### src/hdl/bppmi_div.sv
`default_nettype none
// ----------------------------------------------------------------------------
// bppmi_div
// Restoring unsigned divider, one quotient bit per cycle.
// ----------------------------------------------------------------------------
module bppmi_div #(
    parameter int NUM_W = 44,
    parameter int DEN_W = 20
) (
    input  wire logic             i_clk,
    input  wire logic             i_rst_n,
    input  wire logic             i_start,
    input  wire logic [NUM_W-1:0] i_num,
    input  wire logic [DEN_W-1:0] i_den,
    output logic                  o_done,
    output logic [NUM_W-1:0]      o_quot
);

    localparam int CNT_W = $clog2(NUM_W + 1);

    logic             r_busy;
    logic             r_done;
    logic [CNT_W-1:0] r_cnt;
    logic [NUM_W-1:0] r_q;
    logic [DEN_W-1:0] r_rem;
    logic [DEN_W-1:0] r_den;

    logic [DEN_W:0]   sh;
    logic             fits;
    logic [DEN_W:0]   diff;

    always_comb begin
        sh   = {r_rem, r_q[NUM_W-1]};
        fits = (sh >= {1'b0, r_den});
        diff = sh - {1'b0, r_den};
    end

    always_ff @(posedge i_clk) begin
        if (!i_rst_n) begin
            r_busy <= 1'b0;
            r_done <= 1'b0;
            r_cnt  <= '0;
        end else begin
            r_done <= !i_start && r_busy && (r_cnt == CNT_W'(1));
            if (i_start) begin
                r_busy <= 1'b1;
                r_cnt  <= CNT_W'(NUM_W);
                r_q    <= i_num;
                r_rem  <= '0;
                r_den  <= i_den;
            end else if (r_busy) begin
                r_q   <= {r_q[NUM_W-2:0], fits};
                r_rem <= fits ? diff[DEN_W-1:0] : sh[DEN_W-1:0];
                r_cnt <= r_cnt - 1'b1;
                if (r_cnt == CNT_W'(1)) r_busy <= 1'b0;
            end
        end
    end

    assign o_done = r_done;
    assign o_quot = r_q;

endmodule
`default_nettype wire

### config.mk
export PLATFORM = sky130hd
export DESIGN_NAME = bppmi_div
export DESIGN_NICKNAME = d
export VERILOG_FILES = /design/src/hdl/bppmi_div.sv
export SDC_FILE = /design/constraint.sdc
export NUM_CORES = 1
export LEC_CHECK = 0
export ABC_AREA = 0
export BUFFER_PORTS_ARGS = -buffer_cell sky130_fd_sc_hd__buf_4
export CORE_ASPECT_RATIO = 0.7
export CORE_MARGIN = 2
export CORE_UTILIZATION = 25
export DETAILED_ROUTE_END_ITERATION = 12
export SLEW_MARGIN = 15
export SYNTH_ARGS = -nofsm -noshare
export SYNTH_HDL_FRONTEND = slang
export SYNTH_SLANG_ARGS = --single-unit
### constraint.sdc
create_clock -name i_clk -period 6.64 [get_ports i_clk]
set_input_delay 1.328 -clock i_clk [delete_from_list [all_inputs] [get_ports i_clk]]
set_output_delay 1.328 -clock i_clk [all_outputs]
set_load 0.005 [all_outputs]
## Word level (Yosys, flattened, before mapping)

Cells that the tools add are included.

- Flip-flop bits (word level): 92
- Bits of input ports: 67
- Word-level logic and storage cells: 28
- Output and inout bits: 45

- Mux-type cells: 9
- Reductions and logical operators: 7
- Equal/unequal tests: 1
- Order comparisons: 1
- Add/sub/neg operators: 2
- Bitwise gates (word level): 1

Operators by type and width:

| operator | number |
|---|---|
| $mux W44 | 2 |
| $mux W20 | 2 |
| $ge A21 B20 Y1 | 1 |
| $sub A20 B20 Y20 | 1 |
| $mux W6 | 2 |
| $eq A6 B1 Y1 const B | 1 |
| $sub A6 B1 Y6 const B | 1 |
| $reduce_and A2 Y1 | 2 |
| $mux W1 | 3 |
| $logic_and A1 B1 Y1 | 2 |
| $reduce_bool A2 Y1 | 1 |
| $reduce_or A2 Y1 | 1 |
| $logic_not A1 Y1 | 1 |
| $not A1 Y1 | 1 |

## Longest topological paths before layout

- Word-level depth: 4
- Gate-level depth with buffers: 11
- Depth with buffers taken out: 10

## Worst setup path before layout

No wires, ideal clock.

- Kind: input to register
- Start point: input i_start
- End point: register r_q[0], in the netlist o_quot[0], enable pin
- Cell stages on the path: 2
- Slack: 3166 ps
- Data required time: 6213 ps
- Buffers on the path: 1
- Data arrival time: 3046 ps
- Library setup time: 427 ps
- Cells stage by stage: clkbuf_1 o21a_1

- Cells in the longest elaborated chain, start to end: 2

RTL lines:

| item | line | RTL |
|---|---|---|
| from (decl) | 12 | `input wire logic i_start,` |
| $reduce_bool A2 Y1 (no source line) | n/a |  |
| $reduce_and A2 Y1 (no source line) | n/a |  |
| to (signal assigned) | 48 | `r_q <= i_num;` |
| to (signal assigned) | 52 | `r_q <= {r_q[NUM_W-2:0], fits};` |
| to (decl) | 24 | `logic [NUM_W-1:0] r_q;` |

Every way passes these cells.
A chain may end at the register's enable or synchronous reset.

## Worst setup path after layout

- Start point: register r_rem[3]
- End point: register r_rem[11] (data pin)

- Cells in the longest elaborated chain, start to end: 3
- Elaborated cells on any way between the ends: 4
- Those cells by class: 1 x add/sub; 1 x order compare; 2 x mux

RTL lines:

| item | line | RTL |
|---|---|---|
| from (decl) | 25 | `logic [DEN_W-1:0] r_rem;` |
| from (signal assigned) | 53 | `r_rem <= fits ? diff[DEN_W-1:0] : sh[DEN_W-1:0];` |
| $sub A20 B20 Y20 / $ge A21 B20 Y1 (equally long branches) | 35, 34 |  |
| $mux W20 * | 53 |  |
| $mux W20 * | 51 | `end else if (r_busy) begin` |

Mark *: on every way between the ends. The rest lies on a longest branch, timed or not. The select of a mux whose other input is x is not followed.

==> results.md <==
- Slew @ Worst Pin: 1010 ps
- Worst Setup Slack, final: 3560 ps
- Pwr Density: 248 nW/um^2
- Dpl ws: 3240 ps
- Clk sink count: 92
- Vias in the first global route: 3631
- Global-route usage over all layers: 0.123
- Share of cells above drive strength 1: 0.339
- Clk Latency, worst-skew pair: 350 ps
- Worst hold path class: flip-flop to flip-flop
- Most frequent cell after synthesis: edfxtp_1
- Worst-path clk slew: 70 ps
- Initial antenna violation count: 0
- Dominant cells by area after synthesis: edfxtp_1 52%, mux2_2 9.9%, ha_1 5.7%
- Worst IR Drop VDD: 130 uV
- Core area: 19000 um^2
- EDFF count, synth: 84
- Slew Viols, Final: 0
- Max_slew headroom: 0.326
- Final core utilization: 0.329
- Worst Skew: 10.2 ps
- Grt total ovfl: 0
- Top achievable clock speed: 0.324 GHz
- Syn Area/Cell: 12.2 um^2
- Worst Setup End Kind: flip-flop
- Initial Util: 0.257
- Via/cell ratio: 4.46
- Worst Reg2Reg Path Length in Cells: 8
- Post-CTS sizing: 0
- Nets@finish: 598
- Final Setup Violations: 0
- Final period utilization: 0.465
- Hold EP: r_cnt[1]$_SDFFE_PP0P_
- Final Hold Viols: 0
- Hold depth: 2
- RSZ-0062 raised after global routing: false
- Syn_nets: 490
- # hold bufs at CTS: 0
- Post-synthesis sequential area ratio: 0.551
- CTS buffer count: 9
- Library cells used by synthesis: 45
- DP HPWL: 8.54 mm
- Reg-to-reg endpoint: r_rem[11]$_SDFFCE_PP0P_
- Drt initial violations: 203
- Pre-Repair DR Iteration Count: 4
- Reg2reg start: r_rem[3]$_SDFFCE_PP0P_
- Worst Path Max Fanout: 28
- Routed length per placed instance: 15.5 um
- Seq cells post-synth: 92
- Min Tclk post-route: 3080 ps
- First-pass GRT wire length: 19.3 mm
- Worst Hold Launch: r_cnt[1]$_SDFFE_PP0P_
- TritonCTS clock tree: done
- Longest Clk Path Bufs: 2
- Status: completed
- Async set-reset flop share out of synthesis: 0
- R2R Setup Slk: 3560 ps
- Core Rows: 42
- Port bufs: 111
- Setup Buffers After CTS: 0
- Commonest cells in the synthesized netlist: 84 x edfxtp_1, 43 x mux2_2, 27 x inv_1
- CTS Root Cell: clkbuf_16
- Syn. warnings: 0
- Post-Route WL: 12.0 mm
- Max Cap Viol: 0
- Layout overhead on the synthesized area: 28.1%
- Ports: 112
- Synth top area share: 0.518
- DR DRC count: 0
- Post-route ant nets: 0
- Setup TNS: 0 ps
- Gpl congestion: 0.819
- Leak Pwr: 0.00248 uW
- Startpoint Class: flip-flop
- Gate Count Post-Synth: 400
- Top FF cell, synth: edfxtp_1
- Crit Path Class: flip-flop to flip-flop
- Die height: 121 um
- Mapped Area: 4870 um^2
- CP Data Arrival Time: 3160 ps
- Fill cells: 1927
- Largest net degree at the start of global routing: 66
- Yosys top cell by area: edfxtp_1
- Area of the die: 20600 um^2
- Ant. Diodes: 0
- Routed via count: 3467
- Horiz. Die Dim: 171 um
- Critical path data required time: 6720 ps
- Htree depth: 3
[per-layer routing]
layer	part of all wire	track usage	vias to the layer above
met3	0.097	0.0625	4
li1	-	-	1694
met2	0.42	0.174	127
met4	0.0048	0.0307	0
met5	0	0	-
met1	0.48	0.166	1642
[worst max-delay path: stages (launching register included)]
cell	delay, ps
edfxtp_1	400
ha_1	390
a21o_1	240
a31oi_2	190
nand2_1	140
a211o_1	360
a21oi_4	740
mux2i_1	290
nor2_1	60
[final cells by class]
class / instances / area [um^2] / area share
multi-input combinational: 266 / 2010 / 0.322
clock inverter: 7 / 48.8 / 0.00782
timing repair buffer: 112 / 841 / 0.135
inverter: 27 / 101 / 0.0162
sequential: 92 / 2680 / 0.430
clock buffer: 9 / 225 / 0.0361
tap: 264 / 330 / 0.0530
[placed cells by master, fill, tap and decap left out, types with 8 or more instances in the layout]
| cell | instances |
|---|---|
| xnor2_1 | 9 |
| nor2_1 | 23 |
| nand2_1 | 26 |
| mux2i_1 | 11 |
| nor2b_1 | 9 |
| mux2_2 | 43 |
| inv_1 | 27 |
| xor2_1 | 8 |
| buf_4 | 112 |
| o21ai_0 | 15 |
| dfxtp_1 | 8 |
| clkbuf_16 | 9 |
| edfxtp_1 | 84 |
| a21oi_1 | 21 |
| nand3_1 | 8 |
| nor3_1 | 14 |
| ha_1 | 22 |
[state kept, by name, summed over array words and instances (netlist names)]
register	count
r_busy	1
r_den	20
r_rem	20
o_done	1
o_quot	44
r_cnt	6
[where the power goes]
| group | switching, uW | leakage, uW | total, uW | internal, uW |
|---|---|---|---|---|
| Combinational | 181 | 0.00149 | 344 | 163 |
| Sequential | 25.2 | 0.000868 | 716 | 691 |
| Clock | 232 | 0.000128 | 487 | 255 |
| Total | 438 | 0.00248 | 1550 | 1110 |
[stage by stage]
stage	cell area [um^2]	power, uW	hold WS, ps	cells
CTS	6240	1560	513	777
floorplan	4870	958	468	400
global placement	5960	1060	482	761
global route	6240	1630	543	777
detailed placement	5960	1070	498	761
finish	6240	1550	521	777
[worst max path at each step]
stage	startpoint	to	slack (ps)	cells after the start
finish	r_rem[3]$_SDFFCE_PP0P_	r_rem[11]$_SDFFCE_PP0P_	3560	8
global route	r_rem[3]$_SDFFCE_PP0P_	r_rem[17]$_SDFFCE_PP0P_	3350	8
CTS	r_rem[3]$_SDFFCE_PP0P_	r_rem[11]$_SDFFCE_PP0P_	3560	8
detailed placement	i_start	r_den[8]$_DFFE_PP_	3240	2
global placement	i_start	r_den[7]$_DFFE_PP_	3370	2
floorplan	i_start	o_quot[0]$_DFFE_PP_	3170	2
[cell families (layout without fill, tap and decap cells)]
kind of cell / count (synthesis) / in the layout / synth area share
buffers and inverters: 42 / 155 / 0.0370
AOI/OAI and AO/OA: 71 / 71 / 0.0961
adders and majority gates: 23 / 23 / 0.0606
and+or+nand+nor: 101 / 101 / 0.103
DFF: 92 / 92 / 0.551
muxes: 54 / 54 / 0.122
xor gates and xnor gates: 17 / 17 / 0.0306
Power figures use the tool's default switching activity.
